File: src/rtl/core/abc_pkg.sv
// abc_pkg: shared types, status and register codes for the accel bias calibration block
// no dependencies; imported by the lane, merge and top level modules
`timescale 1ns / 1ps

package abc_pkg;

  typedef logic signed [15:0] sample_t;
  typedef logic signed [16:0] corr_t;
  typedef logic signed [32:0] scaled_t;
  typedef logic [23:0]        gain_t;
  typedef logic [1:0]         status_t;
  typedef logic [1:0]         reg_idx_t;

  localparam status_t STATUS_SAMPLE  = 2'd0;
  localparam status_t STATUS_UPDATED = 2'd1;
  localparam status_t STATUS_REFUSED = 2'd2;

  localparam logic FUNC_SAMPLE = 1'b0;
  localparam logic FUNC_CAL    = 1'b1;

  localparam reg_idx_t REG_TARGET_X   = 2'd0;
  localparam reg_idx_t REG_TARGET_Y   = 2'd1;
  localparam reg_idx_t REG_TARGET_Z   = 2'd2;
  localparam reg_idx_t REG_SCALE_GAIN = 2'd3;

  localparam sample_t TARGET_X_RST   = 16'sd0;
  localparam sample_t TARGET_Y_RST   = 16'sd0;
  localparam sample_t TARGET_Z_RST   = 16'sd16384;
  localparam gain_t   SCALE_GAIN_RST = 24'd10035;

  // sequencer strobes shared by all three axis lanes
  typedef struct packed {
    logic sum_clr;
    logic rd_go;
    logic div_load;
    logic div_step;
    logic bias_load;
  } lane_ctl_t;

  // tag that rides with a result beat through the merge stage
  typedef struct packed {
    status_t status;
    logic    is_cal;
    logic    full;
  } beat_tag_t;

endpackage

File: src/rtl/core/abc_merge.sv
// abc_merge: gathers the three lane results into one beat, applies the gain
// multiply and holds the output register; depends on abc_pkg
`timescale 1ns / 1ps

module abc_merge (
  input  logic                clk,
  input  logic                rst_n,
  input  logic                load,
  input  abc_pkg::beat_tag_t  tag,
  input  abc_pkg::corr_t      corr_x,
  input  abc_pkg::corr_t      corr_y,
  input  abc_pkg::corr_t      corr_z,
  input  abc_pkg::gain_t      gain,
  output logic                s1_free,
  output logic                out_valid,
  input  logic                out_stall,
  output abc_pkg::status_t    out_status,
  output abc_pkg::corr_t      out_corrected_x,
  output abc_pkg::corr_t      out_corrected_y,
  output abc_pkg::corr_t      out_corrected_z,
  output abc_pkg::scaled_t    out_scaled_x,
  output abc_pkg::scaled_t    out_scaled_y,
  output abc_pkg::scaled_t    out_scaled_z,
  output logic                out_window_full
);
  import abc_pkg::*;

  logic               s1_v_r;
  beat_tag_t          s1_tag_r;
  corr_t              s1_corr_r [3];
  corr_t              corr_in   [3];
  logic signed [40:0] prod      [3];
  scaled_t            scaled    [3];
  logic               out_v_r;
  beat_tag_t          out_tag_r;
  corr_t              out_corr_r   [3];
  scaled_t            out_scaled_r [3];
  logic               out_adv;
  logic               s1_adv;

  assign out_adv = !out_v_r || !out_stall;
  assign s1_adv  = s1_v_r && out_adv;
  assign s1_free = !s1_v_r || out_adv;

  assign corr_in[0] = corr_x;
  assign corr_in[1] = corr_y;
  assign corr_in[2] = corr_z;

  // q16.16 result is the q.24 product shifted right by 8, rounding to minus infinity
  always_comb begin
    for (int i = 0; i < 3; i++) begin
      prod[i]   = 41'(s1_corr_r[i]) * 41'($signed({1'b0, gain}));
      scaled[i] = s1_tag_r.is_cal ? '0 : prod[i][40:8];
    end
  end

  always_ff @(posedge clk) begin
    if (!rst_n) begin
      s1_v_r  <= 1'b0;
      out_v_r <= 1'b0;
    end else begin
      if (load) begin
        s1_v_r <= 1'b1;
      end else if (s1_adv) begin
        s1_v_r <= 1'b0;
      end
      if (out_adv) begin
        out_v_r <= s1_v_r;
      end
    end
  end

  always_ff @(posedge clk) begin
    if (load) begin
      s1_tag_r <= tag;
      for (int i = 0; i < 3; i++) begin
        s1_corr_r[i] <= corr_in[i];
      end
    end
    if (s1_adv) begin
      out_tag_r <= s1_tag_r;
      for (int i = 0; i < 3; i++) begin
        out_corr_r[i]   <= s1_corr_r[i];
        out_scaled_r[i] <= scaled[i];
      end
    end
  end

  assign out_valid       = out_v_r;
  assign out_status      = out_tag_r.status;
  assign out_window_full = out_tag_r.full;
  assign out_corrected_x = out_corr_r[0];
  assign out_corrected_y = out_corr_r[1];
  assign out_corrected_z = out_corr_r[2];
  assign out_scaled_x    = out_scaled_r[0];
  assign out_scaled_y    = out_scaled_r[1];
  assign out_scaled_z    = out_scaled_r[2];

endmodule

File: config.mk
export PLATFORM = sky130hd
export DESIGN_NAME = abc_merge
export DESIGN_NICKNAME = d
export VERILOG_FILES = /design/src/rtl/core/abc_pkg.sv /design/src/rtl/core/abc_merge.sv
export SDC_FILE = /design/constraint.sdc
export NUM_CORES = 2
export LEC_CHECK = 0
export BUFFER_PORTS_ARGS = -buffer_cell sky130_fd_sc_hd__buf_2
export CAP_MARGIN = 20
export CORE_MARGIN = 2
export CORE_UTILIZATION = 30
export DETAILED_ROUTE_END_ITERATION = 8
export SYNTH_ARGS = -nofsm -noshare
export SYNTH_HDL_FRONTEND = slang
export SYNTH_SLANG_ARGS = --single-unit
File: constraint.sdc
create_clock -name clk -period 14.89 [get_ports clk]
set_input_delay 1.489 -clock clk [delete_from_list [all_inputs] [get_ports clk]]
set_output_delay 1.489 -clock clk [all_outputs]
set_load 0.005 [all_outputs]
* Word-level counts from Yosys, hierarchy flattened
Memory sizes are Yosys's and may differ from the RTL's.
Index checks and enable logic that the tools add are counted.
** Storage, ports and cells
- Memories :: 3
- Bits in latches :: 0
- Flip-flop bits (word level) :: 9
- Bits in read-only memories :: 0
- Input port bits :: 83
- RAM bits :: 201
** Operators by class
- Reduce and logical (&&, ||, !) cells :: 7
- Equal/unequal tests :: 0
- Multiply operators :: 3
- Shift operators :: 0
- Mux-type cells :: 9
- Bitwise logic cells :: 0
- Magnitude comparators :: 0
- Div/mod/pow operators :: 0
- Add/subtract/negate cells :: 0
** Memory list
- out_scaled_r :: depth 3, bits a word 33, read ports 3, clocked after memory_dff 0, write ports 3, RTL line abc_merge.sv:37 : scaled_t out_scaled_r [3];
- out_corr_r :: depth 3, bits a word 17, read ports 3, clocked after memory_dff 0, write ports 3, RTL line abc_merge.sv:36 : corr_t out_corr_r [3];
- s1_corr_r :: depth 3, bits a word 17, read ports 3, clocked after memory_dff 0, write ports 3, RTL line abc_merge.sv:30 : corr_t s1_corr_r [3];
** Operators with widths (count)
- multiplier 17 x 25 -> 41 bit :: 3
- two-way mux 33 bit :: 3
- two-way mux 1 bit :: 6
- zero test 1 bit :: 3
- logical OR 1 bit :: 2
- nonzero test 2 bit :: 1
- logical AND 1 bit :: 1

* Longest topological paths before layout
- Word-level depth :: 5
- Mapped depth :: 24
- Depth with buffers taken out :: 22

* Worst setup path before layout
No wires, ideal clock.
- Kind :: input to register
- Start point :: input port out_stall
- End point :: memory out_corr_r[0][0] (netlist name) (enable)
- Data required time :: 13993 ps
- Stages :: 1
- Arrival :: 12532 ps
- Library setup time :: 897 ps
- Buffers on the path :: 0
- Path slack :: 1461 ps
- Path through :: a21boi_0
** RTL lines
- start, declared :: RTL line abc_merge.sv:16 : input logic out_stall,
- end, declared :: RTL line abc_merge.sv:36

==> results.txt <==
The floorplan step set the die width to between 300 and 400 µm. The area growth from synthesis to layout is 9.49%. The first-pass GRT wire length is between 200 and 250 mm. The slowest stage of the critical path is the buf_4 cell. The hold violation count in the final report came to 0. The number of maximum-capacitance violations came out at 0. The most used flip-flop cell after synthesis is edfxtp_1. The TritonCTS sink count came out at between 200 and 250.

In the synthesized netlist the async set-or-reset flop fraction comes to 0%. The worst slew margin relative to its limit came out at around 18%. The count of buffers from port buffering came out at 237. The detailed-placement wirelength estimate is roughly 95 mm. Summed over all instances, the cell type with the most area after synthesis is fa_1. The average instance area after synthesis came out at 9.45 µm². For this run, the number of Yosys warnings is 0. The final routed wire length divided by cell count is ~18 µm. Buffers inserted during clock tree synthesis total 31. The final layout contains routed wiring with a total length of ~130 mm. In this run the remaining antenna-violating nets after routing total 0. The gate count after technology mapping came out at 4937. The initial utilization of the core area, before any placement, comes to 30.3%. Entering global routing, the biggest net connects 55 pins. The floorplan core area came out at approximately 150000 µm². The initial DRC count came out at 2056. In the final layout, the share of cells above drive strength 1 is under 10%. The count of final max-slew check failures is 0. The number of enable flip-flop cells after synthesis is around 210. The number of different library cells in the post-synthesis netlist is 81. The first-pass iteration count of the detailed router is 7.

The die covers 159000 µm². Data on the critical path is required at its endpoint by ~15000 ps. The final period utilization came out at 52.1%.

The final setup violation count is 0. For the pin with the worst max-slew slack, the measured transition is between 1000 and 1500 ps. STA classifies the critical path startpoint as a primary input. Across every metal layer, demand over resource in global routing totals between 10% and 20%. No sink is reached through more buffers than the 3 on the longest clock path.

The synthesized area is 46700 µm². The number of buffers and inverters on the critical path is 5. The sequential-to-total area share from yosys stat is a little over an eighth. TritonCTS built the clock tree.

The row count is ~140. The number of remaining DRC errors came out at 0. The shortest period the worst path allows came out at approximately 7800 ps. The flow ran to the end, and the final reports show no timing, DRC or antenna violations. The die outline height is about 400 µm. The number of buffers inserted by post-CTS setup repair is 0.

The critical path in this run is classified as in2reg. The via density per instance is ~4.7. Traced cell by cell, the critical path runs through buf_2, buf_4, nand2_1, fa_1, inv_1, fa_1, inv_1, fa_1, inv_1, fa_1, fa_1, fa_1, ha_1, nand2_1, o21ai_0, o21ai_0, o21ai_2, a21oi_1, o31ai_1, o2bb2ai_1, mux2_2.

The top-level port count came out at ~240. At the worst endpoint, the arrival time is 8160 ps. Sorting the synthesized cells by area gives the leading types as fa_1 42%, edfxtp_1 13%, ha_1 11%, inv_1 9.2%, and2_1 7.2%. In this run the worst hold path is classified as reg2reg. Post-CTS repair changed the size of 0 cells. The clock transition at the registers of the reported paths came out at around 60 ps. The area share of the leading cell type in the synthesized netlist came out at 42.2%. The final weighted congestion in routability-driven placement came out at around 0.8.

The number of antenna violations at the first check in global routing is 13. The total negative setup slack came out at 0 ps. The register bit count reported by yosys came out at 210. The maximum clock skew at final layout is around 24 ps. The net count after synthesis came out at around 6400. The number of nets in the layout is about 6500. The number of global-route vias before repair came out at 36200. Hold repair after CTS inserted 0 buffers.

At the later pin of the worst-skew pair, clock insertion delay measures 650 ps. The kind of cell with the highest combined delay along the critical path is adder cells. The H-tree level count is 1. Based on the critical path, the design can be clocked at up to 129 MHz. The worst-path maximum fanout came out at approximately 50. Setup repair after global routing left no endpoint under its margin. The via count is roughly 33000.

On the worst path, the slowest cell contributes a delay of about 600 ps. The clock root buffer master is clkbuf_16. STA classifies the critical path endpoint as a register. The cell that appears most often on the critical path is fa_1. The total overflow reported by the global router is 0.
final timing paths:
check	startpoint	end	slack, ps	cells after the start
max	gain[7]	out_scaled_r[0][64]$_SDFFCE_PP0P_	7130	21
min	s1_tag_r[2]$_DFFE_PP_	out_status[0]$_DFFE_PP_	420	0
max reg2reg	s1_corr_r[0][33]$_DFFE_PP_	out_scaled_r[0][64]$_SDFFCE_PP0P_	7720	20
min reg2reg	s1_tag_r[2]$_DFFE_PP_	out_status[0]$_DFFE_PP_	420	0
cells in the final DEF (no fill, tap or decap), types with 5 or more instances in the layout:
| cell type | netlist | layout |
|---|---|---|
| fa_1 | 984 | 984 |
| and2_1 | 540 | 540 |
| a211oi_1 | 10 | 10 |
| a21boi_0 | 8 | 7 |
| buf_2 | 3 | 236 |
| a21oi_1 | 86 | 86 |
| nand2_1 | 666 | 666 |
| nor3b_1 | 5 | 5 |
| xor2_1 | 36 | 36 |
| a21o_1 | 54 | 54 |
| nor3_1 | 27 | 27 |
| buf_4 | 0 | 64 |
| o211ai_1 | 5 | 5 |
| clkinv_1 | 1 | 5 |
| inv_1 | 1145 | 1145 |
| o21a_1 | 11 | 11 |
| o22ai_1 | 6 | 6 |
| nor2b_1 | 17 | 17 |
| edfxtp_1 | 208 | 208 |
| o31ai_1 | 7 | 7 |
| and3_1 | 22 | 22 |
| nand4_1 | 13 | 13 |
| bufinv_16 | 0 | 6 |
| nor2_1 | 183 | 183 |
| nand3_1 | 22 | 22 |
| nand2b_1 | 31 | 31 |
| o21ai_0 | 40 | 40 |
| clkinv_4 | 0 | 5 |
| ha_1 | 399 | 399 |
| o21bai_1 | 9 | 9 |
| xnor2_1 | 52 | 52 |
| a31oi_1 | 14 | 14 |
| clkbuf_16 | 0 | 31 |
metrics by stage:
stage                     utilization, %  setup WS (ps)  cells  hold slack [ps]  instance area [µm²]
after floorplan                        -           1460   4937              400                46700
after global placement              32.4           6610   7028              403                50000
after detailed placement            32.4           6530   7028              405                50000
after CTS                           33.1           7230   7086              424                51100
after global routing                33.1           6890   7088              426                51100
final                               33.1           7130   7090              423                51100
state kept, by name, indices dropped and copies added, names as in the netlist:
signal,cells
out_corr_r,51
out_scaled_r,99
s1_tag_r,4
out_window_full,1
s1_corr_r,51
s1_v_r,1
out_valid,1
out_status,2
cell families (layout without fill, tap and decap cells):
| kind of cell | count (synthesis) | after routing | share of synthesized area (%) |
|---|---|---|---|
| compound gates | 304 | 304 | 4.43 |
| simple gates | 1546 | 1546 | 16.1 |
| flops | 210 | 210 | 13.5 |
| buf+inv | 1399 | 1506 | 11.3 |
| xor+xnor | 88 | 88 | 1.65 |
| fa+ha+maj | 1383 | 1383 | 52.9 |
| other cells | 0 | 2 | 0 |
| mux | 7 | 7 | 0.166 |
final cells by class:
cell class | instances | area [µm²]
fillers | 16000 | 103000
clock inverters | 26 | 319
clock buffers | 32 | 779
repair buffers | 302 | 1710
flip-flops and latches | 210 | 6290
multi-input cells | 3328 | 35100
well taps | 2044 | 2560
diodes | 2 | 5.00
inverters | 1146 | 4300
worst register-to-register path, delay by kind of cell (launching register included):
family	cells	cell delay, ps
AO/OA/AOI/OAI	5	1310
flip-flops	1	320
adder cells (fa/ha/maj)	7	3230
buffers and inverters	4	1100
multiplexers	1	290
AND/OR/NAND/NOR	3	700
synthesized netlist by cell type, drive strengths merged (31+ instances only):
library cell,instances
nor2,183
inv,1145
nand2b,31
a21o,54
edfxtp,208
xnor2,52
xor2,36
nand2,667
a21oi,90
o21ai,45
clkbuf,245
ha,399
fa,984
and2,541
per-layer routing:
layer / global-route usage, % / vias to the layer above / part of all wire, %
met4: 4.14 / 14 / 2.8
met3: 3.07 / 162 / 6.3
met5: 0 / - / 0.073
met2: 27.5 / 930 / 48
li1: - / 14800 / -
met1: 21.4 / 17100 / 43
Power is not shown: default switching activity piles up to over one toggle a cycle in this logic, so the estimate is an artifact.
