### config.mk
export PLATFORM = sky130hd
export DESIGN_NAME = abc_lane
export DESIGN_NICKNAME = d
export VERILOG_FILES = /design/src/rtl/core/abc_pkg.sv /design/src/rtl/core/abc_ram.sv /design/src/rtl/core/abc_lane.sv
export SDC_FILE = /design/constraint.sdc
export NUM_CORES = 1
export LEC_CHECK = 0
export ABC_CLOCK_PERIOD_IN_PS = 5900
export BUFFER_PORTS_ARGS = -buffer_cell sky130_fd_sc_hd__buf_4
export CAP_MARGIN = 20
export CORE_MARGIN = 10
export CORE_UTILIZATION = 31
export DETAILED_ROUTE_END_ITERATION = 12
export GPL_TIMING_DRIVEN = 0
export HOLD_SLACK_MARGIN = 0.1
export MAX_ROUTING_LAYER = met4
export SLEW_MARGIN = 5
export SYNTH_ARGS = -nofsm -noshare
export SYNTH_HDL_FRONTEND = slang
export SYNTH_SLANG_ARGS = --single-unit
### constraint.sdc
create_clock -name clk -period 5.9 [get_ports clk]
set_input_delay 0.885 -clock clk [delete_from_list [all_inputs] [get_ports clk]]
set_output_delay 0.885 -clock clk [all_outputs]
set_load 0.005 [all_outputs]
### src/rtl/core/abc_pkg.sv
// abc_pkg: shared types, status and register codes for the accel bias calibration block
// no dependencies; imported by the lane, merge and top level modules
`timescale 1ns / 1ps

package abc_pkg;

  typedef logic signed [15:0] sample_t;
  typedef logic signed [16:0] corr_t;
  typedef logic signed [32:0] scaled_t;
  typedef logic [23:0]        gain_t;
  typedef logic [1:0]         status_t;
  typedef logic [1:0]         reg_idx_t;

  localparam status_t STATUS_SAMPLE  = 2'd0;
  localparam status_t STATUS_UPDATED = 2'd1;
  localparam status_t STATUS_REFUSED = 2'd2;

  localparam logic FUNC_SAMPLE = 1'b0;
  localparam logic FUNC_CAL    = 1'b1;

  localparam reg_idx_t REG_TARGET_X   = 2'd0;
  localparam reg_idx_t REG_TARGET_Y   = 2'd1;
  localparam reg_idx_t REG_TARGET_Z   = 2'd2;
  localparam reg_idx_t REG_SCALE_GAIN = 2'd3;

  localparam sample_t TARGET_X_RST   = 16'sd0;
  localparam sample_t TARGET_Y_RST   = 16'sd0;
  localparam sample_t TARGET_Z_RST   = 16'sd16384;
  localparam gain_t   SCALE_GAIN_RST = 24'd10035;

  // sequencer strobes shared by all three axis lanes
  typedef struct packed {
    logic sum_clr;
    logic rd_go;
    logic div_load;
    logic div_step;
    logic bias_load;
  } lane_ctl_t;

  // tag that rides with a result beat through the merge stage
  typedef struct packed {
    status_t status;
    logic    is_cal;
    logic    full;
  } beat_tag_t;

endpackage

### src/rtl/core/abc_ram.sv
// abc_ram: generic single write port, single read port ram with registered read
// no dependencies; used for the per-axis sample windows
`timescale 1ns / 1ps

module abc_ram #(
  parameter int WIDTH = 16,
  parameter int DEPTH = 20,
  parameter int AW    = (DEPTH > 1) ? $clog2(DEPTH) : 1
) (
  input  logic             clk,
  input  logic             we,
  input  logic [AW-1:0]    waddr,
  input  logic [WIDTH-1:0] wdata,
  input  logic [AW-1:0]    raddr,
  output logic [WIDTH-1:0] rdata
);

  logic [WIDTH-1:0] mem [DEPTH];
  logic [WIDTH-1:0] rdata_r;

  always_ff @(posedge clk) begin
    if (we) begin
      mem[waddr] <= wdata;
    end
    rdata_r <= mem[raddr];
  end

  assign rdata = rdata_r;

endmodule

### src/rtl/core/abc_lane.sv
// abc_lane: one axis lane: sample window, bias register, window sum and
// reciprocal multiply by the window length; depends on abc_pkg and abc_ram
`timescale 1ns / 1ps

module abc_lane #(
  parameter int WINDOW = 20
) (
  input  logic                clk,
  input  logic                rst_n,
  input  abc_pkg::lane_ctl_t  ctl,
  input  logic                wr_en,
  input  logic [((WINDOW > 1) ? $clog2(WINDOW) : 1)-1:0] wr_addr,
  input  logic [((WINDOW > 1) ? $clog2(WINDOW) : 1)-1:0] rd_addr,
  input  abc_pkg::sample_t    sample,
  input  abc_pkg::sample_t    target,
  output abc_pkg::corr_t      corr,
  output abc_pkg::sample_t    bias
);
  import abc_pkg::*;

  localparam int AW   = (WINDOW > 1) ? $clog2(WINDOW) : 1;
  localparam int SUMW = 17 + $clog2(WINDOW);
  localparam int MAGW = SUMW - 1;
  // ceil(2**RSH / WINDOW) gives the exact quotient for any magnitude below 2**MAGW
  localparam int RSH  = MAGW + $clog2(WINDOW);
  localparam longint RECIP = ((longint'(1) << RSH) + longint'(WINDOW) - 1) / longint'(WINDOW);
  localparam logic [MAGW:0] RECIP_M = (MAGW + 1)'(RECIP);
  localparam int PW   = 2 * MAGW + 1;

  logic [15:0]             rd_data;
  logic                    acc_v_r;
  logic signed [SUMW-1:0]  sum_r, sum_nxt;
  logic [MAGW-1:0]         mag_r, mag_nxt;
  logic                    neg_r, neg_nxt;
  logic [PW-1:0]           prod;
  logic [16:0]             q_r, q_nxt;
  logic signed [17:0]      avg;
  logic signed [17:0]      diff;
  sample_t                 bias_r, bias_nxt;

  abc_ram #(
    .WIDTH (16),
    .DEPTH (WINDOW),
    .AW    (AW)
  ) u_ring (
    .clk   (clk),
    .we    (wr_en),
    .waddr (wr_addr),
    .wdata (sample),
    .raddr (rd_addr),
    .rdata (rd_data)
  );

  assign corr = corr_t'(sample) + corr_t'(bias_r);
  assign bias = bias_r;

  // ram read data lands in the cycle after the address
  always_comb begin
    sum_nxt = sum_r;
    if (ctl.sum_clr) begin
      sum_nxt = '0;
    end else if (acc_v_r) begin
      sum_nxt = sum_r + SUMW'($signed(rd_data));
    end
  end

  // sum magnitude first, then a multiply by the window reciprocal
  always_comb begin
    mag_nxt = mag_r;
    neg_nxt = neg_r;
    q_nxt   = q_r;
    prod    = PW'(mag_r) * PW'(RECIP_M);
    if (ctl.div_load) begin
      neg_nxt = sum_r[SUMW-1];
      mag_nxt = sum_r[SUMW-1] ? MAGW'(-sum_r) : MAGW'(sum_r);
    end else if (ctl.div_step) begin
      q_nxt = prod[RSH +: 17];
    end
  end

  // truncating average, then target minus average saturated to 16 bits
  always_comb begin
    avg  = neg_r ? -$signed({1'b0, q_r}) : $signed({1'b0, q_r});
    diff = 18'(target) - avg;
    bias_nxt = bias_r;
    if (ctl.bias_load) begin
      if (diff > 18'sd32767) begin
        bias_nxt = 16'sd32767;
      end else if (diff < -18'sd32768) begin
        bias_nxt = -16'sd32768;
      end else begin
        bias_nxt = diff[15:0];
      end
    end
  end

  always_ff @(posedge clk) begin
    if (!rst_n) begin
      acc_v_r <= 1'b0;
      bias_r  <= '0;
    end else begin
      acc_v_r <= ctl.rd_go;
      bias_r  <= bias_nxt;
    end
  end

  always_ff @(posedge clk) begin
    sum_r <= sum_nxt;
    mag_r <= mag_nxt;
    neg_r <= neg_nxt;
    q_r   <= q_nxt;
  end

endmodule

* Yosys cells after proc, flatten, opt, wreduce, memory -nomap -nowiden
Memories as Yosys holds them, arrays and structs flattened. A register that Yosys moved wholly into a read port is not among the register bits.
Index checks and enable logic that the tools add are counted.
** Storage, ports and cells
- Register bits after elaboration :: 78
- Input bits :: 50
- Memories :: 1
- Memory bits (writable) :: 320
** Operators by class
- Reduce and logical (&&, ||, !) cells :: 1
- Muxes and demuxes :: 6
- Add/subtract/negate cells :: 5
- Multipliers :: 1
- Order comparisons :: 2
- Bitwise logic cells :: 1
** Memories
- u_ring.mem :: words 20, width 16, read ports 1, clocked after memory_dff 1, wr ports 1, RTL line abc_ram.sv:18 : logic [WIDTH-1:0] mem [DEPTH];
** Operators with widths (count)
- $mul A21 B20 Y41 const B :: 1
- $mux W16 :: 2
- $add A22 B16 Y22 :: 1
- $mux W21 :: 1
- $neg A21 Y21 :: 1
- $gt A18 B16 Y1 const B :: 1
- $lt A18 B16 Y1 const B :: 1
- $mux W18 :: 1
- $neg A17 Y18 :: 1
- $sub A16 B18 Y18 :: 1
- $add A16 B16 Y17 :: 1
- $mux W1 :: 2
- $reduce_and A2 Y1 :: 1
- $not A1 Y1 :: 1

* Depth between registers and ports, before layout
Gate-level depths: netlist (run 1).
- Depth after elaboration :: 6
- Gate-level depth with buffers :: 23
- Mapped depth without buffers :: 23

* Modules after synthesis
Synthesis (run 1) repeated with hierarchy kept, for this count alone.
** Unflattened totals
- Cell total of the unflattened synthesis :: 2048
- Area total of the unflattened synthesis :: 25798.5 um2
** Modules (own cells, without submodules)
- abc_lane :: sequential area each 1951.9 um2, cells an instance 1366, times used 1, area each 13017.5 um2
- abc_ram :: sequential area each 9929.5 um2, cells an instance 682, times used 1, area each 12781.0 um2

* Least setup slack after synthesis (run 1)
Ideal clock, no wire load.
- Path type :: register -> register
- Start :: register mag_r[0]
- End :: register q_r[16] (data pin)
- Stages on the path, launching flop included :: 22
- Setup slack :: -0.220 ns
- Required time :: 5.640 ns
- Data arrival time :: 5.860 ns
- Cell sequence :: edfxtp_1 -> ha_1 -> ha_1 -> inv_1 -> fa_1 -> inv_1 -> fa_1 -> fa_1 -> fa_1 -> inv_1 -> fa_1 -> inv_1 -> ha_1 -> nand2_1 -> nor2_1 -> nand2_1 -> a2111oi_0 -> o31a_1 -> o21ai_0 -> o311ai_0 -> o211ai_1 -> xnor2_1
** On the way
- Word-level cells in the longest chain between the ends :: 1
** RTL lines
- from (decl) :: RTL line abc_lane.sv:33 : logic [MAGW-1:0] mag_r, mag_nxt;
- from (signal assigned) :: RTL line abc_lane.sv:109 : mag_r <= mag_nxt;
- $mul A21 B20 Y41 :: RTL line abc_lane.sv:72 : prod = PW'(mag_r) * PW'(RECIP_M);
- net prod[42] :: RTL line abc_lane.sv:35 : logic [PW-1:0] prod;
- to (signal assigned) :: RTL line abc_lane.sv:111 : q_r <= q_nxt;
- to (decl) :: RTL line abc_lane.sv:36 : logic [16:0] q_r, q_nxt;
The timed path passes the listed nets, and every way through them passes these cells.
A chain may end at the register's enable or synchronous reset.

* Worst setup path after layout (run 1)
- Start :: register mag_r[13]
- End :: register q_r[15] (data pin)
The elaborated chain is that of the path after synthesis.

==> metrics, run 1 <==
status=finished, violations left; violations in the final reports=setup timing; pin count of the biggest net entering global routing=24; required time of the worst setup path=roughly 6.2 ns; post-detailed-routing wire length=about 65,000 um; wire length of the first global-routing pass=between 100,000 and 150,000 um; signal arrival time at the worst endpoint=around 6.5 ns; sequential cell area=11,900 sq um; total buffers and inverters traversed by the critical path=5; start of the worst register-to-register path=mag_r[13]; met2 wire len=32,300 um; clock tree from TritonCTS=built; via count of the first global-routing pass=17,100; CTS Root Cell=sky130_fd_sc_hd__clkbuf_16; Via-to-Cell Ratio=roughly 4.9; beginning of the critical path=mag_r[13]; count of yosys warnings during synthesis=0; Setup Total Neg Slack=-1.85 ns; I/O pins=83; dpl cell area=roughly 28,000 sq um; Core Rows=approximately 110; Total GRT Usage=roughly 14%; final worst path period share=105%; maximum cell stage delay along the critical path=roughly 0.53 ns; utilization of the core after routing=around 38%; actual slew at the worst max-slew pin=roughly 1.0 ns; starting DRC count in detailed routing=~940; leading cell types in the layout, fill and taps excluded=sky130_fd_sc_hd__edfxtp_1, sky130_fd_sc_hd__inv_1, sky130_fd_sc_hd__ha_1, sky130_fd_sc_hd__buf_4, sky130_fd_sc_hd__fa_1; number of flip-flops and latches in the synthesized netlist=a little over 400; final hold viol count=0; half-perimeter wire length after placement=about 50,000 um; Met3 Routed Length=approximately 3300 um; Max Clk Rate=about 160 MHz; final non-filler cell area=between 30,000 and 40,000 sq um; ratio of cells with drive above 1 in the final layout=between 20% and 30%; core area=a little over 80,000 sq um; Max Transition Viols Final=0; final setup fails=12; portion of the post-synthesis area used by sequential elements=a little under half; maximum net fanout on the critical path=4; overall die height=308 um; Critical Setup Path Class=reg2reg; die area=between 90,000 and 100,000 sq um; count of TritonRoute iterations in the first routing pass=5; overflow left after global routing=0; worst hold-check path type=reg2reg; Worst path slowest cell=sky130_fd_sc_hd__edfxtp_1; die outline width=308 um; H-tree depth=2; Skew-Pair Late Insertion Delay=0.58 ns; smallest setup slack after layout=-0.267 ns; post-layout minimum cycle time=approximately 6.2 ns; count of max-cap constraint violations=0; number of placed instances with taps included=~3,100; met1 wire length=27,800 um; starting utilization of the core area=~31%; hold buffer count at cts=0; number of filler instances in the final layout=around 7,700; distinct cell type count of the synthesized netlist=68; most common cell after layout, fill and taps aside=sky130_fd_sc_hd__edfxtp_1; Port-buffer cells=76; unrepaired setup endpoints after global routing=yes; Clk pin slew, worst setup/hold paths=around 0.06 ns; Synth Net Count=around 2,400; netlist area before placement=approximately 26,000 sq um; average instance area after synthesis=between 10 and 15 sq um; Slew HR=between 30% and 40%; cell-by-cell trace of the critical path=ha_4 -> fa_1 -> ha_4 -> inv_2 -> fa_1 -> inv_2 -> fa_2 -> fa_1 -> inv_1 -> fa_1 -> inv_2 -> ha_4 -> nand4_1 -> nor2_2 -> nand2_2 -> a2111oi_4 -> o31a_1 -> o21ai_4 -> buf_6 -> o31ai_4 -> a21oi_1 -> xnor2_1; number of buffers on the longest clock path=3; top sig layer=met4; layout overhead on the synthesized area=20.5%; Clock Sink Count=414; routability cong.=around 0.90; start point of the worst min-delay path=sum_r[1]; sort of element at the end of the critical path=flip-flop; final layout net count=~2,600; number of buffers created by CTS=45; most numerous cell on the critical path=sky130_fd_sc_hd__fa_1; Critical Path Source Type=flip-flop; prevailing post-synth register cell=sky130_fd_sc_hd__edfxtp_1; setup skew after layout=about 0.034 ns; overall via count from detail_route=15,800; number of enable-type register cells in the synthesized netlist=359; number of instances in the synthesized netlist=roughly 1,900; FFs w/ async S/R, synth=0%; kind of cell adding the most delay to the critical path=adder cells; final non-filler cell total=roughly 3,200; multi-input gate area in the final layout=~13,000 sq um; DRC Markers=0; Avg WL per Cell=between 15 and 20 um; ANT nets after route=0; initial antenna violation count=5
## sequential cells by signal, summed over array words and instances (netlist names)
register and flops:
acc_v_r 1, bias 16, mag_r 21, neg_r 1, q_r 17, sum_r 22
u_ring.mem 320, u_ring.rdata 16
## stage by stage
stage	hold WS, ns	setup WS (ns)
after floorplan	0.455	-0.0222
after global placement	0.490	-1.26
after detailed placement	0.502	-1.25
after CTS	0.503	-0.191
after global routing	0.530	-0.423
final	0.517	-0.267
## layer usage
metal	track usage, %	vias to the layer above
met2	23.5	383
met4	3.35	0
met5	-	-
met1	17.7	8033
li1	-	7317
met3	1.98	83
## worst register-to-register path: cells and delay by family, from the launching register on
family,cells,cell delay (ns)
fa+ha+maj,8,3.37
compound gates,5,1.16
flops,1,0.53
simple gates,3,0.38
buf+inv,5,0.34
xor+xnor,1,0.13
## cell type report
cell class                      instances  area share [%]
Multi-Input combinational cell       1160            43.6
Clock buffer                           55            3.79
Clock inverter                         23           0.700
Tap cell                             1070            4.33
Antenna cell                            4          0.0324
Buffer                                 39           0.595
Inverter                              283            3.43
Sequential cell                       414            38.4
Timing Repair Buffer                  186            5.13
## repair_timing
action / in CTS / in global routing
endpoints found under the setup margin: 17 / 16
setup buffers: 74 / 20
resized for setup: 94 / 64
pin swaps: 77 / 50
## cell usage after synthesis, types with 3 or more instances
| library cell | instances | area (sq um) |
|---|---|---|
| sky130_fd_sc_hd__a2111oi_0 | 3 | 26.3 |
| sky130_fd_sc_hd__a211oi_1 | 8 | 60.1 |
| sky130_fd_sc_hd__a21boi_0 | 3 | 22.5 |
| sky130_fd_sc_hd__a21o_1 | 29 | 218 |
| sky130_fd_sc_hd__a21oi_1 | 68 | 340 |
| sky130_fd_sc_hd__a221oi_1 | 3 | 26.3 |
| sky130_fd_sc_hd__a31oi_1 | 3 | 18.8 |
| sky130_fd_sc_hd__and2_1 | 8 | 50.1 |
| sky130_fd_sc_hd__and3_1 | 6 | 37.5 |
| sky130_fd_sc_hd__buf_1 | 12 | 45.0 |
| sky130_fd_sc_hd__clkbuf_1 | 23 | 86.3 |
| sky130_fd_sc_hd__dfxtp_1 | 55 | 1100 |
| sky130_fd_sc_hd__edfxtp_1 | 359 | 10800 |
| sky130_fd_sc_hd__fa_1 | 148 | 2960 |
| sky130_fd_sc_hd__ha_1 | 262 | 3280 |
| sky130_fd_sc_hd__inv_1 | 283 | 1060 |
| sky130_fd_sc_hd__mux2_2 | 16 | 180 |
| sky130_fd_sc_hd__mux2i_1 | 16 | 160 |
| sky130_fd_sc_hd__mux4_2 | 96 | 2160 |
| sky130_fd_sc_hd__nand2_1 | 62 | 233 |
| sky130_fd_sc_hd__nand2b_1 | 9 | 56.3 |
| sky130_fd_sc_hd__nand3_1 | 16 | 80.1 |
| sky130_fd_sc_hd__nand3b_1 | 4 | 30.0 |
| sky130_fd_sc_hd__nand4_1 | 8 | 50.1 |
| sky130_fd_sc_hd__nor2_1 | 103 | 387 |
| sky130_fd_sc_hd__nor2b_1 | 9 | 56.3 |
| sky130_fd_sc_hd__nor3_1 | 19 | 95.1 |
| sky130_fd_sc_hd__nor4_1 | 4 | 25.0 |
| sky130_fd_sc_hd__o211ai_1 | 3 | 22.5 |
| sky130_fd_sc_hd__o21a_1 | 17 | 128 |
| sky130_fd_sc_hd__o21ai_0 | 53 | 265 |
| sky130_fd_sc_hd__o21ai_2 | 10 | 87.6 |
| sky130_fd_sc_hd__o21bai_1 | 7 | 52.6 |
| sky130_fd_sc_hd__o22ai_1 | 4 | 25.0 |
| sky130_fd_sc_hd__o311ai_0 | 5 | 43.8 |
| sky130_fd_sc_hd__o31ai_1 | 17 | 128 |
| sky130_fd_sc_hd__o41ai_1 | 5 | 43.8 |
| sky130_fd_sc_hd__or3_1 | 11 | 68.8 |
| sky130_fd_sc_hd__xnor2_1 | 60 | 526 |
| sky130_fd_sc_hd__xor2_1 | 33 | 289 |
## path summary, 6_finish.rpt
path / to / cells after the start / slack (ns)
worst max-delay path: q_r[15] / 22 / -0.27
worst max register to register: q_r[15] / 22 / -0.27
worst min-delay path: sum_r[1] / 2 / 0.52
worst min register to register: sum_r[1] / 2 / 0.52
## logic make-up (layout without fill, tap and decap cells)
logic type,after synthesis,after routing,share of synthesized area [%]
AO/OA/AOI/OAI,255,255,6.59
AND/OR/NAND/NOR,274,274,5.05
buffers and inverters,322,586,4.82
adder cells (fa/ha/maj),410,410,24.3
flip-flops,414,414,46.3
multiplexers,128,128,9.75
XOR/XNOR,93,93,3.17
other,0,4,0
Power of run 1 is not shown: default switching activity piles up to over one toggle a cycle in this logic, so the estimate is an artifact.
==> run 2, diff against run 1 <==
--- a/config.mk
+++ b/config.mk
@@ -9,6 +9,5 @@
 export BUFFER_PORTS_ARGS = -buffer_cell sky130_fd_sc_hd__buf_4
 export CAP_MARGIN = 20
-export CORE_MARGIN = 10
-export CORE_UTILIZATION = 31
+export CORE_UTILIZATION = 40
 export DETAILED_ROUTE_END_ITERATION = 12
 export GPL_TIMING_DRIVEN = 0
==> constraint.sdc (replaced) <==
create_clock -name clk -period 5.9 [get_ports clk]
set_input_delay 0.59 -clock clk [delete_from_list [all_inputs] [get_ports clk]]
set_output_delay 0.59 -clock clk [all_outputs]
set_load 0.005 [all_outputs]
==> run 2 against run 1 <==
  * The flow still finishes with violations (setup timing)
  * Clock skew decreased by 0.012 ns
  * Fmax about the same
  * Register-to-register slack about the same
  * Final cell count decreased by 7.5%
  * Flip-flop and latch count unchanged
  * Sequential share of layout area increased by 0.73 points
  * First-iteration DRC count increased by 23%
  * Setup slack about the same
  * Hold slack got worse by 0.23 ns
  * Clock-buffer cell count decreased by 4
  * Die area decreased by 31%
  * Global-route usage increased by 6.3 points
==> metrics, run 2 (synthesis results as in run 1) <==
most common cell after layout, fill and taps aside=sky130_fd_sc_hd__edfxtp_1 (unchanged); Slew HR=32.2% (was 30.0%); max FFs per register=320 (unchanged); Port-buffer cells=76 (unchanged); pin count of the biggest net entering global routing=24 (unchanged); initial antenna violation count=0 (was 5); registers with the highest flip-flop counts=u_ring.mem: 320 flops, sum_r: 22 flops, mag_r: 21 flops (unchanged); half-perimeter wire length after placement=45,900 um (was 49,100 um); I/O pins=83 (unchanged); number of buffers on the longest clock path=3 (unchanged); Critical Path Source Type=flip-flop (unchanged); setup skew after layout=0.0214 ns (was 0.0338 ns); Critical Setup Path Class=reg2reg (unchanged); smallest setup slack after layout=-0.267 ns (about the same); antenna cells=0 (was 4); signal arrival time at the worst endpoint=6.45 ns (was 6.50 ns); Clk pin slew, worst setup/hold paths=0.06 ns (about the same); required time of the worst setup path=6.19 ns (was 6.24 ns); ratio of cells with drive above 1 in the final layout=22.8% (was 24.1%); final hold viol count=0 (unchanged); most flop-heavy register=u_ring.mem (unchanged); Clock Sink Count=414 (unchanged); ANT nets after route=0 (unchanged); starting DRC count in detailed routing=1,153 (was 935); layout overhead on the synthesized area=18.3% (was 20.5%); clock tree from TritonCTS=built (unchanged); violations in the final reports=setup timing (unchanged); Via-to-Cell Ratio=5.23 (was 4.89); final worst path period share=105% (about the same); final layout net count=2,574 (was 2,589); DRC Markers=0 (unchanged); routability cong.=0.922 (was 0.902); status=finished, violations left (unchanged); starting utilization of the core area=40.6% (was 31.3%); Core Rows=92 (was 105); sort of element at the end of the critical path=flip-flop (unchanged); number of buffers created by CTS=41 (was 45); CTS Root Cell=sky130_fd_sc_hd__clkbuf_16 (unchanged); utilization of the core after routing=48.0% (was 37.7%); H-tree depth=2 (unchanged); actual slew at the worst max-slew pin=1.02 ns (was 1.05 ns); Avg WL per Cell=20.8 um (was 20.0 um); post-detailed-routing wire length=62,100 um (was 64,600 um); leading cell types in the layout, fill and taps excluded=sky130_fd_sc_hd__edfxtp_1, sky130_fd_sc_hd__inv_1, sky130_fd_sc_hd__ha_1, sky130_fd_sc_hd__buf_4, sky130_fd_sc_hd__fa_1 (unchanged); unrepaired setup endpoints after global routing=yes (unchanged); count of TritonRoute iterations in the first routing pass=5 (unchanged); worst hold-check path type=in2reg (was reg2reg); via count of the first global-routing pass=16,500 (was 17,100); overall via count from detail_route=15,600 (was 15,800); Max Transition Viols Final=0 (unchanged); Total GRT Usage=20.3% (was 14.0%); Max Clk Rate=162 MHz (about the same); Skew-Pair Late Insertion Delay=0.55 ns (was 0.58 ns); final setup fails=12 (unchanged); maximum net fanout on the critical path=4 (unchanged); post-layout minimum cycle time=6.17 ns (about the same); overall die height=255 um (was 308 um); die outline width=255 um (was 308 um); hold buffer count at cts=0 (unchanged); count of max-cap constraint violations=0 (unchanged); overflow left after global routing=0 (unchanged); core area=63,200 sq um (was 82,100 sq um); die area=65,200 sq um (was 94,700 sq um); wire length of the first global-routing pass=95,600 um (was 100,000 um)
==> run 2: timing repair <==
action / in CTS / in global routing
setup buffers: 61 / 20
gates resized for setup: 93 / 47
setup endpoints to repair: 17 / 17
pin swaps: 59 / 33
==> run 2: worst paths after layout <==
| check | start | to | slack, ns | depth (start not counted) |
|---|---|---|---|---|
| min | ctl[0] | bias[1] | 0.29 | 2 |
| max | mag_r[10] | q_r[16] | -0.27 | 22 |
| max reg2reg | mag_r[10] | q_r[16] | -0.27 | 22 |
| min reg2reg | bias[14] | bias[14] | 0.50 | 2 |
==> run 2: area by class of cell <==
type / instances / area [sq um]
Fill cell: 5431 / 32800
Inverter: 283 / 1060
Clock buffer: 51 / 1060
Clock inverter: 22 / 234
Tap cell: 846 / 1060
Multi-Input combinational cell: 1160 / 13300
Sequential cell: 414 / 11900
Timing Repair Buffer: 175 / 1530
Buffer: 39 / 181
==> run 2: worst max-delay path, stage by stage, from the launching register on <==
cell                        delay (ns)
sky130_fd_sc_hd__edfxtp_1         0.55
sky130_fd_sc_hd__ha_4             0.26
sky130_fd_sc_hd__fa_1             0.49
sky130_fd_sc_hd__ha_1             0.31
sky130_fd_sc_hd__inv_1            0.05
sky130_fd_sc_hd__fa_1             0.49
sky130_fd_sc_hd__inv_1            0.05
sky130_fd_sc_hd__fa_1             0.47
sky130_fd_sc_hd__fa_1             0.55
sky130_fd_sc_hd__inv_2            0.05
sky130_fd_sc_hd__fa_1             0.51
sky130_fd_sc_hd__inv_2            0.05
sky130_fd_sc_hd__ha_4             0.27
sky130_fd_sc_hd__nand4_1          0.18
sky130_fd_sc_hd__nor2_4           0.20
sky130_fd_sc_hd__nand2_2          0.10
sky130_fd_sc_hd__a2111oi_4        0.19
sky130_fd_sc_hd__buf_4            0.20
sky130_fd_sc_hd__o31a_1           0.23
sky130_fd_sc_hd__o21ai_4          0.13
sky130_fd_sc_hd__o311ai_2         0.24
sky130_fd_sc_hd__o211ai_1         0.15
sky130_fd_sc_hd__xnor2_1          0.17
==> run 2: per-stage QoR <==
| stage | area (sq um) | instances | setup slack, ns | TNS (ns) | hold WS (ns) |
|---|---|---|---|---|---|
| 6_report | 30300 | 2990 | -0.267 | -1.95 | 0.286 |
| 5_1_grt | 30300 | 2990 | -0.503 | -5.12 | 0.264 |
| 4_1_cts | 30000 | 2972 | -0.181 | -0.997 | 0.264 |
| 3_5_place_dp | 27700 | 2838 | -1.22 | -12.98 | 0.492 |
| 3_3_place_gp | 27300 | 2818 | -1.23 | -13.09 | 0.491 |
| 2_1_floorplan | 25700 | 1896 | -0.0222 | -0.0259 | 0.455 |
==> run 2: per-layer routing <==
layer	vias to the layer above	global-route usage [%]	part of all wire, %
li1	7286	-	-
met1	7891	24.3	41
met2	352	35.4	51
met3	116	2.90	4.3
met4	0	5.90	3.0
met5	-	-	0
Power of run 2 is left out for the same reason.
==> run 3, diff against run 2 <==
BUFFER_PORTS_ARGS = -buffer_cell sky130_fd_sc_hd__buf_2   (was -buffer_cell sky130_fd_sc_hd__buf_4)
==> run 3 against run 2 <==
  * The run still ends with setup timing left
  * Critical path depth unchanged
  * Cell area down 0.40%
  * First-iteration DRC count down 18%
  * Core utilization down 0.19 points
  * Hold slack better by 0.022 ns
  * Fmax up 1.2%
  * Die area unchanged
  * Clock-buffer cell count down 7
  * Register-to-register slack better by 0.07 ns
  * Clock skew up 0.0018 ns
  * Via count down 0.33%
  * Setup slack better by 0.071 ns
  * Largest cell class unchanged
==> metrics, run 3 (synthesis results as in run 1) <==
status=finished, violations left (unchanged); violations in the final reports=setup timing (unchanged); number of buffers on the longest clock path=3 (unchanged); half-perimeter wire length after placement=45,500 um (was 45,900 um); overall die height=255 um (unchanged); maximum net fanout on the critical path=4 (unchanged); Slew HR=30.3% (was 32.2%); Max Clk Rate=164 MHz (was 162 MHz); r2r worst-path depth=22 (unchanged); Critical Setup Path Class=reg2reg (unchanged); beginning of the critical path=mag_r[10] (unchanged); final setup fails=5 (was 12); count of max-cap constraint violations=0 (unchanged); overall via count from detail_route=15,600 (about the same); met2 wire len=31,400 um (was 31,900 um); Core Rows=92 (unchanged); Met3 Routed Length=2340 um (was 2680 um); WHS Path Cells=2 (unchanged); top sig layer=met4 (unchanged); post-layout minimum cycle time=6.10 ns (was 6.17 ns); final hold viol count=0 (unchanged); ratio of cells with drive above 1 in the final layout=23.6% (was 22.8%); most flop-heavy register=u_ring.mem (unchanged); setup skew after layout=0.0232 ns (was 0.0214 ns); most common cell after layout, fill and taps aside=sky130_fd_sc_hd__edfxtp_1 (unchanged); Port-buffer cells=76 (unchanged); overflow left after global routing=0 (unchanged); wire length of the first global-routing pass=94,600 um (was 95,600 um); post-detailed-routing wire length=61,400 um (was 62,100 um); CTS Root Cell=sky130_fd_sc_hd__clkbuf_16 (unchanged); layout overhead on the synthesized area=17.8% (was 18.3%); worst hold-check path type=in2reg (unchanged); count of TritonRoute iterations in the first routing pass=5 (unchanged); Clk pin slew, worst setup/hold paths=0.07 ns (was 0.06 ns); met1 wire length=25,200 um (was 25,700 um); ANT nets after route=0 (unchanged); final worst path period share=103% (was 105%); smallest setup slack after layout=-0.196 ns (was -0.267 ns); die outline width=255 um (unchanged); starting utilization of the core area=40.6% (unchanged); leading cell types in the layout, fill and taps excluded=sky130_fd_sc_hd__edfxtp_1, sky130_fd_sc_hd__inv_1, sky130_fd_sc_hd__ha_1, sky130_fd_sc_hd__fa_1, sky130_fd_sc_hd__mux4_2 (was sky130_fd_sc_hd__edfxtp_1, sky130_fd_sc_hd__inv_1, sky130_fd_sc_hd__ha_1, sky130_fd_sc_hd__buf_4, sky130_fd_sc_hd__fa_1); initial antenna violation count=4 (was 0); R2R Path End=q_r[15] (was q_r[16]); hold buffer count at cts=0 (unchanged); number of buffers created by CTS=41 (unchanged); I/O pins=83 (unchanged); Total GRT Usage=20.0% (was 20.3%); core area=63,200 sq um (unchanged); Critical Path Source Type=flip-flop (unchanged); max FFs per register=320 (unchanged); Clock Sink Count=414 (unchanged); start of the worst register-to-register path=mag_r[10] (unchanged); Max Transition Viols Final=0 (unchanged); die area=65,200 sq um (unchanged); unrepaired setup endpoints after global routing=yes (unchanged); starting DRC count in detailed routing=941 (was 1,153); via count of the first global-routing pass=16,600 (was 16,500); signal arrival time at the worst endpoint=6.40 ns (was 6.45 ns); Avg WL per Cell=20.5 um (was 20.8 um); end point of the critical path=q_r[15] (was q_r[16]); DRC Markers=0 (unchanged); H-tree depth=2 (unchanged); flop-to-flop setup slack=-0.20 ns (was -0.27 ns); Skew-Pair Late Insertion Delay=0.56 ns (was 0.55 ns); actual slew at the worst max-slew pin=1.05 ns (was 1.02 ns); sort of element at the end of the critical path=flip-flop (unchanged); required time of the worst setup path=6.20 ns (was 6.19 ns); number of filler instances in the final layout=5,483 (was 5,431); pin count of the biggest net entering global routing=24 (unchanged); clock tree from TritonCTS=built (unchanged); Via-to-Cell Ratio=5.21 (was 5.23); Setup Total Neg Slack=-0.555 ns (was -1.95 ns); final layout net count=2,573 (was 2,574); routability cong.=0.917 (was 0.922); registers with the highest flip-flop counts=u_ring.mem: 320 flops, sum_r: 22 flops, mag_r: 21 flops (unchanged)
## run 3: layout make-up
class	instances	area (sq um)	area share, %
Sequential cell	414	11900	39.3
Inverter	283	1060	3.52
Multi-Input combinational cell	1160	13400	44.2
Clock inverter	30	309	1.02
Buffer	39	185	0.613
Antenna cell	3	7.51	0.0248
Tap cell	846	1060	3.50
Timing Repair Buffer	174	1300	4.30
Clock buffer	44	1060	3.50
## run 3: repair_timing
item	in CTS	in global routing
setup buffers	71	6
gates resized for setup	103	45
gates cloned	0	0
endpoints found under the setup margin	17	15
pin swaps	79	30
## run 3: worst min-delay path by stage
stage,slack (ns),endpoint,from
after floorplan,0.46,mag_r[0],sum_r[0]
after global placement,0.48,bias[10],bias[10]
after detailed placement,0.49,bias[7],bias[7]
after CTS,0.28,bias[1],ctl[0]
after global routing,0.31,bias[15],rst_n
final,0.31,bias[1],ctl[0]
## run 3: per-layer routing
metal,vias to the layer above,global-route usage [%]
met2,331,35.0
li1,7280,-
met3,106,2.22
met1,7876,23.9
met5,-,-
met4,0,7.32
## run 3: per-stage QoR
step / hold slack [ns] / setup WS [ns] / cells / util [%] / cell area, sq um
3_3_place_gp: 0.481 / -1.23 / 2818 / 42.9 / 27100
6_report: 0.308 / -0.196 / 2993 / 47.8 / 30200
2_1_floorplan: 0.455 / -0.0222 / 1896 / - / 25700
4_1_cts: 0.280 / -0.0735 / 2983 / 47.5 / 30000
3_5_place_dp: 0.486 / -1.22 / 2838 / 43.5 / 27500
5_1_grt: 0.307 / -0.377 / 2993 / 47.8 / 30200
## run 3: critical path, cell delays in order, from the launching register on
cell	delay, ns
sky130_fd_sc_hd__edfxtp_1	0.50
sky130_fd_sc_hd__buf_6	0.18
sky130_fd_sc_hd__ha_4	0.26
sky130_fd_sc_hd__ha_4	0.16
sky130_fd_sc_hd__fa_1	0.48
sky130_fd_sc_hd__fa_1	0.55
sky130_fd_sc_hd__fa_1	0.51
sky130_fd_sc_hd__fa_1	0.50
sky130_fd_sc_hd__inv_2	0.04
sky130_fd_sc_hd__fa_1	0.51
sky130_fd_sc_hd__inv_2	0.05
sky130_fd_sc_hd__ha_4	0.27
sky130_fd_sc_hd__nand4_1	0.19
sky130_fd_sc_hd__nor2_4	0.19
sky130_fd_sc_hd__nand2_2	0.08
sky130_fd_sc_hd__a2111oi_4	0.18
sky130_fd_sc_hd__buf_4	0.20
sky130_fd_sc_hd__o31a_1	0.25
sky130_fd_sc_hd__o21ai_4	0.11
sky130_fd_sc_hd__buf_6	0.14
sky130_fd_sc_hd__o31ai_4	0.26
sky130_fd_sc_hd__a21oi_2	0.10
sky130_fd_sc_hd__xnor2_2	0.15
Power of run 3 is left out for the same reason.
